==> config.mk <==
export PLATFORM = sky130hd
export DESIGN_NAME = pwm_period_duty_rescaler
export DESIGN_NICKNAME = d
export VERILOG_FILES = /design/src/rtl/pwm_pdr_pkg.sv /design/src/rtl/pwm_period_duty_rescaler.sv
export SDC_FILE = /design/constraint.sdc
export NUM_CORES = 1
export LEC_CHECK = 0
export ABC_CLOCK_PERIOD_IN_PS = 11100
export CORE_UTILIZATION = 30
export CTS_CLUSTER_SIZE = 40
export DETAILED_ROUTE_END_ITERATION = 7
export DONT_BUFFER_PORTS = 1
export PLACE_DENSITY = 0.47
export SKIP_LAST_GASP = 1
export SLEW_MARGIN = 0
export SYNTH_ARGS = -nofsm -noshare
export SYNTH_HDL_FRONTEND = slang
export SYNTH_SLANG_ARGS = --single-unit
==> constraint.sdc <==
create_clock -name i_clk -period 11.1 [get_ports i_clk]
set_input_delay 2.22 -clock i_clk [delete_from_list [all_inputs] [get_ports i_clk]]
set_output_delay 2.22 -clock i_clk [all_outputs]
set_load 0.005 [all_outputs]
==> src/rtl/pwm_pdr_pkg.sv <==
// ----------------------------------------------------------------------------
// PWM period and duty rescaler package
// Transfer types, operation codes and prescaler constants shared by the
// rescaler RTL.
// ----------------------------------------------------------------------------
`default_nettype none

package pwm_pdr_pkg;

    typedef enum logic [1:0] {
        FUNC_WRITE_DUTY = 2'd0,
        FUNC_READ_DUTY  = 2'd1,
        FUNC_SET_PERIOD = 2'd2,
        FUNC_SET_PULSE  = 2'd3
    } t_func;

    typedef struct packed {
        t_func       func;
        logic [31:0] value;
    } t_in_item;

    typedef struct packed {
        logic [15:0] duty_read;
        logic [15:0] top_now;
        logic [15:0] compare_now;
        logic [2:0]  clock_select_now;
    } t_out_item;

    localparam logic [15:0] FULL_SCALE = 16'hffff;
    localparam logic [2:0]  CS_MASK    = 3'h7;
    localparam logic [2:0]  CS_FIRST   = 3'd1;
    localparam logic [2:0]  CS_LAST    = 3'd5;
    localparam logic [2:0]  CS_RESET   = 3'd2;
    localparam logic [7:0]  STOP_SHIFT = 8'hff;
    localparam logic [7:0]  SHIFT_LIMIT = 8'h10 + 8'h10;

    // Prescale shift for each clock-select code; code 0 stops the clock.
    localparam logic [7:0] SHIFT_OF_CODE [8] = '{
        8'hff, 8'd0, 8'd3, 8'd6, 8'd8, 8'd10, 8'd0, 8'd0
    };

endpackage

`default_nettype wire

==> src/rtl/pwm_period_duty_rescaler.sv <==
// ----------------------------------------------------------------------------
// PWM period and duty rescaler
// Holds the compare, top and clock-select values of a 16-bit PWM timer and
// performs duty writes and reads, period changes and pulse-width writes with
// a bit-serial multiplier and divider.
// ----------------------------------------------------------------------------
//
//  Channel   Direction  Handshake            Payload
//  request   in         i_valid / o_stall    i_in  (func, value)
//  result    out        o_valid / i_stall    o_out (duty, top, compare, select)
//
// Read duty divides unless compare has reached top; write duty multiplies,
// then divides; set period does the same after a first division, which is
// skipped when compare has reached top; pulse width does neither. A 16-step
// shift-and-add multiplier and shift-and-subtract divider share r_hi and r_lo.
// A request is taken only while the sequencer is idle; a result waits in the
// output register while the downstream side stalls. Reset is synchronous and
// restores compare 0, the default top and divide-by-eight.
//
`default_nettype none

module pwm_period_duty_rescaler #(
    parameter int DEFAULT_TOP = 20000
) (
    input  wire logic                  i_clk,
    input  wire logic                  i_rst_n,
    input  wire logic                  i_valid,
    output logic                       o_stall,
    input  wire pwm_pdr_pkg::t_in_item i_in,
    output logic                       o_valid,
    input  wire logic                  i_stall,
    output pwm_pdr_pkg::t_out_item     o_out
);

    localparam logic [15:0] TOP_RESET = 16'(DEFAULT_TOP);

    typedef enum logic [4:0] {
        S_IDLE = 5'b00001,
        S_RDIV = 5'b00010,
        S_MUL  = 5'b00100,
        S_WDIV = 5'b01000,
        S_DONE = 5'b10000
    } t_state;

    t_state                 r_state, n_state;
    logic                   r_ovalid, n_ovalid;
    pwm_pdr_pkg::t_out_item r_out, n_out;
    logic [15:0]            r_cmp, n_cmp;
    logic [15:0]            r_top, n_top;
    logic [2:0]             r_cs, n_cs;
    logic [15:0]            r_hi, n_hi;
    logic [15:0]            r_lo, n_lo;
    logic [15:0]            r_div, n_div;
    logic [15:0]            r_duty, n_duty;
    logic [3:0]             r_cnt, n_cnt;
    pwm_pdr_pkg::t_func     r_op, n_op;

    logic        take;
    logic        cmp_sat;
    logic [31:0] read_dvd;
    logic [16:0] div_trial;
    logic [16:0] div_diff;
    logic        div_ge;
    logic [15:0] div_hi;
    logic [15:0] div_lo;
    logic [16:0] mul_sum;
    logic [15:0] per_top;
    logic [2:0]  per_cs;
    logic [7:0]  pulse_shift;
    logic [31:0] pulse_raw;
    logic [15:0] pulse_val;

    assign o_stall = (r_state != S_IDLE);
    assign take    = i_valid && (r_state == S_IDLE);
    assign o_valid = r_ovalid;
    assign o_out   = r_out;

    // The duty is saturated whenever compare has reached top, which also
    // covers a zero top.
    assign cmp_sat  = (r_cmp >= r_top);
    assign read_dvd = {r_cmp, 16'h0000} - {16'h0000, r_cmp};

    // One restoring division step: the high half is the partial remainder,
    // the low half shifts out dividend bits and shifts in quotient bits.
    assign div_trial = {r_hi, r_lo[15]};
    assign div_diff  = div_trial - {1'b0, r_div};
    assign div_ge    = (div_trial >= {1'b0, r_div});
    assign div_hi    = div_ge ? div_diff[15:0] : div_trial[15:0];
    assign div_lo    = {r_lo[14:0], div_ge};

    // One shift-and-add step: the multiplier sits in the low half and the
    // product grows into the high half from the top.
    assign mul_sum = {1'b0, r_hi} + (r_lo[0] ? {1'b0, r_top} : 17'd0);

    // The lowest clock-select code whose prescaler brings the period within 16 bits wins.
    always_comb begin
        logic [31:0] scaled;
        per_top = pwm_pdr_pkg::FULL_SCALE;
        per_cs  = pwm_pdr_pkg::CS_LAST;
        for (int k = 5; k >= 1; k--) begin
            scaled = i_in.value >> pwm_pdr_pkg::SHIFT_OF_CODE[3'(k)][4:0];
            if (scaled[31:16] == 16'h0000) begin
                per_top = scaled[15:0];
                per_cs  = 3'(k);
            end
        end
    end

    always_comb begin
        pulse_shift = pwm_pdr_pkg::SHIFT_OF_CODE[r_cs & pwm_pdr_pkg::CS_MASK];
        if (pulse_shift == pwm_pdr_pkg::STOP_SHIFT
                || pulse_shift >= pwm_pdr_pkg::SHIFT_LIMIT) begin
            pulse_raw = 32'h0;
        end else begin
            pulse_raw = i_in.value >> pulse_shift[4:0];
        end
        pulse_val = (pulse_raw[31:16] != 16'h0000) ? pwm_pdr_pkg::FULL_SCALE
                                                   : pulse_raw[15:0];
    end

    always_comb begin
        n_state  = r_state;
        n_ovalid = r_ovalid;
        n_out    = r_out;
        n_cmp    = r_cmp;
        n_top    = r_top;
        n_cs     = r_cs;
        n_hi     = r_hi;
        n_lo     = r_lo;
        n_div    = r_div;
        n_duty   = r_duty;
        n_cnt    = r_cnt;
        n_op     = r_op;

        if (r_ovalid && !i_stall) begin
            n_ovalid = 1'b0;
        end

        unique case (r_state)
            S_IDLE: begin
                if (take) begin
                    n_op   = i_in.func;
                    n_duty = 16'h0000;
                    n_cnt  = 4'd0;
                    unique case (i_in.func)
                        pwm_pdr_pkg::FUNC_WRITE_DUTY: begin
                            n_hi    = 16'h0000;
                            n_lo    = i_in.value[15:0];
                            n_state = S_MUL;
                        end
                        pwm_pdr_pkg::FUNC_READ_DUTY: begin
                            if (cmp_sat) begin
                                n_duty  = pwm_pdr_pkg::FULL_SCALE;
                                n_state = S_DONE;
                            end else begin
                                n_hi    = read_dvd[31:16];
                                n_lo    = read_dvd[15:0];
                                n_div   = r_top;
                                n_state = S_RDIV;
                            end
                        end
                        pwm_pdr_pkg::FUNC_SET_PERIOD: begin
                            // The old duty is read against the old top, which
                            // the divisor register keeps.
                            n_top = per_top;
                            n_cs  = per_cs;
                            if (cmp_sat) begin
                                n_hi    = 16'h0000;
                                n_lo    = pwm_pdr_pkg::FULL_SCALE;
                                n_state = S_MUL;
                            end else begin
                                n_hi    = read_dvd[31:16];
                                n_lo    = read_dvd[15:0];
                                n_div   = r_top;
                                n_state = S_RDIV;
                            end
                        end
                        pwm_pdr_pkg::FUNC_SET_PULSE: begin
                            n_cmp   = pulse_val;
                            n_state = S_DONE;
                        end
                        default: begin
                            n_state = S_DONE;
                        end
                    endcase
                end
            end
            S_RDIV: begin
                n_hi  = div_hi;
                n_lo  = div_lo;
                n_cnt = r_cnt + 4'd1;
                if (r_cnt == 4'hf) begin
                    if (r_op == pwm_pdr_pkg::FUNC_READ_DUTY) begin
                        n_duty  = div_lo;
                        n_state = S_DONE;
                    end else begin
                        // The quotient becomes the multiplier for the new top.
                        n_hi    = 16'h0000;
                        n_state = S_MUL;
                    end
                end
            end
            S_MUL: begin
                n_hi  = mul_sum[16:1];
                n_lo  = {mul_sum[0], r_lo[15:1]};
                n_cnt = r_cnt + 4'd1;
                if (r_cnt == 4'hf) begin
                    n_div   = pwm_pdr_pkg::FULL_SCALE;
                    n_state = S_WDIV;
                end
            end
            S_WDIV: begin
                n_hi  = div_hi;
                n_lo  = div_lo;
                n_cnt = r_cnt + 4'd1;
                if (r_cnt == 4'hf) begin
                    n_cmp   = div_lo;
                    n_state = S_DONE;
                end
            end
            S_DONE: begin
                if (!r_ovalid || !i_stall) begin
                    n_ovalid               = 1'b1;
                    n_out.duty_read        = r_duty;
                    n_out.top_now          = r_top;
                    n_out.compare_now      = r_cmp;
                    n_out.clock_select_now = r_cs;
                    n_state                = S_IDLE;
                end
            end
            default: begin
                n_state = S_IDLE;
            end
        endcase
    end

    always_ff @(posedge i_clk) begin
        if (!i_rst_n) begin
            r_state  <= S_IDLE;
            r_ovalid <= 1'b0;
            r_cmp    <= 16'h0000;
            r_top    <= TOP_RESET;
            r_cs     <= pwm_pdr_pkg::CS_RESET;
            r_cnt    <= 4'd0;
        end else begin
            r_state  <= n_state;
            r_ovalid <= n_ovalid;
            r_cmp    <= n_cmp;
            r_top    <= n_top;
            r_cs     <= n_cs;
            r_cnt    <= n_cnt;
        end
    end

    always_ff @(posedge i_clk) begin
        r_out  <= n_out;
        r_hi   <= n_hi;
        r_lo   <= n_lo;
        r_div  <= n_div;
        r_duty <= n_duty;
        r_op   <= n_op;
    end

endmodule

`default_nettype wire

==> flow_metrics.tcl <==
set metrics [dict create \
    floorplan.initialDensity_pct 30.77 \
    dieHeight_um 193.7 \
    peakVddDrop_mv 0.1033 \
    most_frequently_used_flop_master_after_synthesis "edfxtp_1" \
    vias_per_cell 5.686 \
    gp_congestion 0.9205 \
    timing.max_cap.violations 0 \
    syn_area_um2 11030 \
    numPortBuffers 0 \
    netlist-cell-type-count 80 \
    place.detailed.hpwl_mm 27.62 \
    dieArea_um2 37520 \
    cts_tree "yes" \
    design.core.area_um2 35830 \
    cts_sinks 162 \
    avgSynthCellArea_um2 9.472 \
    critPathCaptureType "output port" \
    groute.usage.overall_pct 19.55 \
    post-route-min-period_ps 4498 \
    grt_pass1_wl_mm 55.61 \
    clock_tree.buffer_depth 2 \
    grt_max_degree 52 \
    critical_path_peak_fanout 21 \
    postLayoutCoreUtil_pct 33.65 \
    synth-seq-cells 162 \
    cts_post_setup_buffers_inserted 0 \
    ioPinCount 91 \
    h-tree-depth 4 \
    static-leakage-power_nw 4.583 \
    drt_first_pass_iters 5 \
    most_common_library_cell_in_the_layout_ignoring_fill_and_taps "nand2_1" \
    final_setup_fails 0 \
    mappedNetlistNets 1261 \
    worst-endpoint-arrival_ps 2280 \
    timing.clock.skew_ps 17.03 \
    fp-row-count 69 \
    antenna_left 0 \
    crit_share_post_route_pct 40.52 \
    path_clk_slew_ps 70 \
    outcome "finished, final reports clean" \
    number_of_global_route_vias_before_repair 8791 \
    number_of_vias_in_the_routed_layout 9115 \
    cts_buffers 17 \
    initial_drt_markers 658 \
    synthesis_warning_total 0 \
    tns_ps 0 \
    synthToLayoutAreaGrowth_pct 9.362 \
    clk_root_buffer_cell "clkbuf_16" \
    syn_inst 1164 \
    gr-total-overflow 0 \
    cts.hold.buffers_added 0 \
    synth_edf_count 117 \
    timing.slew.headroom_pct 27.96 \
    num-nets-final 1225 \
    clock_insertion_delay_worst_skew_ps 440 \
    slew_violations 0 \
    cts_repair_resize_count 0 \
    min-delay-path-class "flop to flop" \
    layout-drive-gt1-share_pct 9.290 \
    portion_of_the_post_synthesis_area_used_by_sequential_elements_pct 40.04 \
    worst_ep_required_time_ps 8880 \
    drt-total-wl_mm 36.83 \
    dieWidth_um 193.7 \
    kind_of_critical_path "flop to output port" \
    rsz_0062_raised_after_global_routing "no" \
    async_reset_ff_share_pct 0 \
    fillerInstances 3685 \
    timing.critical_path.from_type "flop" \
    drc_viols 0 \
    worstMarginPinSlew_ps 1078 \
    power_per_unit_of_standard_cell_area_nw_per_um2 154.0 \
    hold_viol_final 0 \
    layout.cells.most_common_list "nand2_1, edfxtp_1, nor2_1, o21ai_0, a21oi_1" \
    fmax_mhz 222.3 \
    avgRoutedWirePerCell_um 22.98 \
    grt_antenna_before_repair 1 \
]
## layout make-up
| class | count | area [um2] | area share (%) |
|---|---|---|---|
| Antenna cell | 1 | 2.502 | 0.02075 |
| Clock buffer | 18 | 429.2 | 3.559 |
| Sequential cell | 162 | 4414 | 36.61 |
| Timing Repair Buffer | 16 | 120.1 | 0.9962 |
| Multi-Input combinational cell | 874 | 6141 | 50.93 |
| Clock inverter | 14 | 160.2 | 1.328 |
| Tap cell | 461 | 576.8 | 4.784 |
| Inverter | 57 | 214.0 | 1.774 |
## critical path: stages (launching register included)
cell     delay (ps)
dfxtp_1         510
or3_1           430
nor3b_1         610
inv_1           290
## where the power goes
group | switching (mW) | total [mW] | internal [mW]
clock network | 0.278 | 0.599 | 0.321
logic | 0.288 | 0.488 | 0.200
registers | 0.0643 | 0.770 | 0.706
total | 0.631 | 1.86 | 1.23
## synth_stat cells (all sizes together) (5+ instances only)
cell type,instances,area (um2)
a211oi,16,125.1
a21o,10,75.07
a21oi,62,310.3
a221o,17,170.2
a22oi,12,90.09
a2bb2oi,6,52.55
a311oi,13,113.9
a31oi,26,168.9
and2,20,125.1
and3,7,43.79
buf,22,117.6
clkbuf,49,185.2
dfxtp,45,900.9
edfxtp,117,3513
ha,57,713.2
inv,56,210.2
mux2i,26,260.3
mux4,21,473.0
nand2,133,499.2
nand2b,12,75.07
nand3,43,215.2
nand4,7,43.79
nor2,71,269.0
nor2b,19,118.9
nor3,24,130.1
nor3b,6,45.04
o211ai,28,230.2
o21a,9,67.56
o21ai,76,380.4
o21bai,6,56.31
o221ai,6,52.55
o22ai,7,43.79
o31ai,7,52.55
or2,11,68.81
or3,14,87.58
or4,5,45.04
xnor2,25,219.0
xor2,13,113.9
## through the flow
step	instance area (um2)	std cells	power, mW	hold slack, ps	setup slack [ps]
after global routing	12060	1602	1.952	428.4	6426
after global placement	11470	1570	1.266	404.4	6507
after detailed placement	11470	1570	1.267	405.4	6466
after CTS	12060	1602	1.872	422.6	6600
after floorplan	11030	1164	1.123	400.3	5963
final	12060	1603	1.857	420.7	6602
## registers in the layout, indices dropped and copies added (netlist names)
| signal | flops |
|---|---|
| r_top | 16 |
| r_cnt | 4 |
| o_out | 51 |
| r_cs | 3 |
| r_cmp | 16 |
| r_state | 5 |
| r_lo | 16 |
| r_duty | 16 |
| o_valid | 1 |
| r_hi | 16 |
| r_op | 2 |
| r_div | 16 |
## layer usage
metal / global-route usage [%] / routed length, um
met2: 31.45 / 16990
met1: 26.77 / 17100
met4: 5.304 / 522
met5: 0 / 0
met3: 3.618 / 2227
## cells by family after synthesis
| logic type | after synthesis | synth area share (%) |
|---|---|---|
| AND/OR/NAND/NOR | 386 | 17.16 |
| multiplexers | 50 | 6.956 |
| buffers and inverters | 128 | 4.687 |
| adder cells (fa/ha/maj) | 59 | 6.832 |
| flip-flops | 162 | 40.04 |
| AO/OA/AOI/OAI | 341 | 21.31 |
| XOR/XNOR | 38 | 3.019 |
## final timing paths
kind	from	end	slack [ps]	cells after the start
hold reg to reg	r_duty[10]	o_out[45]	420	0
setup reg to reg	r_cs[2]	r_cmp[14]	7210	7
setup / recovery	r_state[1]	o_stall	6600	3
hold / removal	r_duty[10]	o_out[45]	420	0
(Power assumes the default switching activity.)
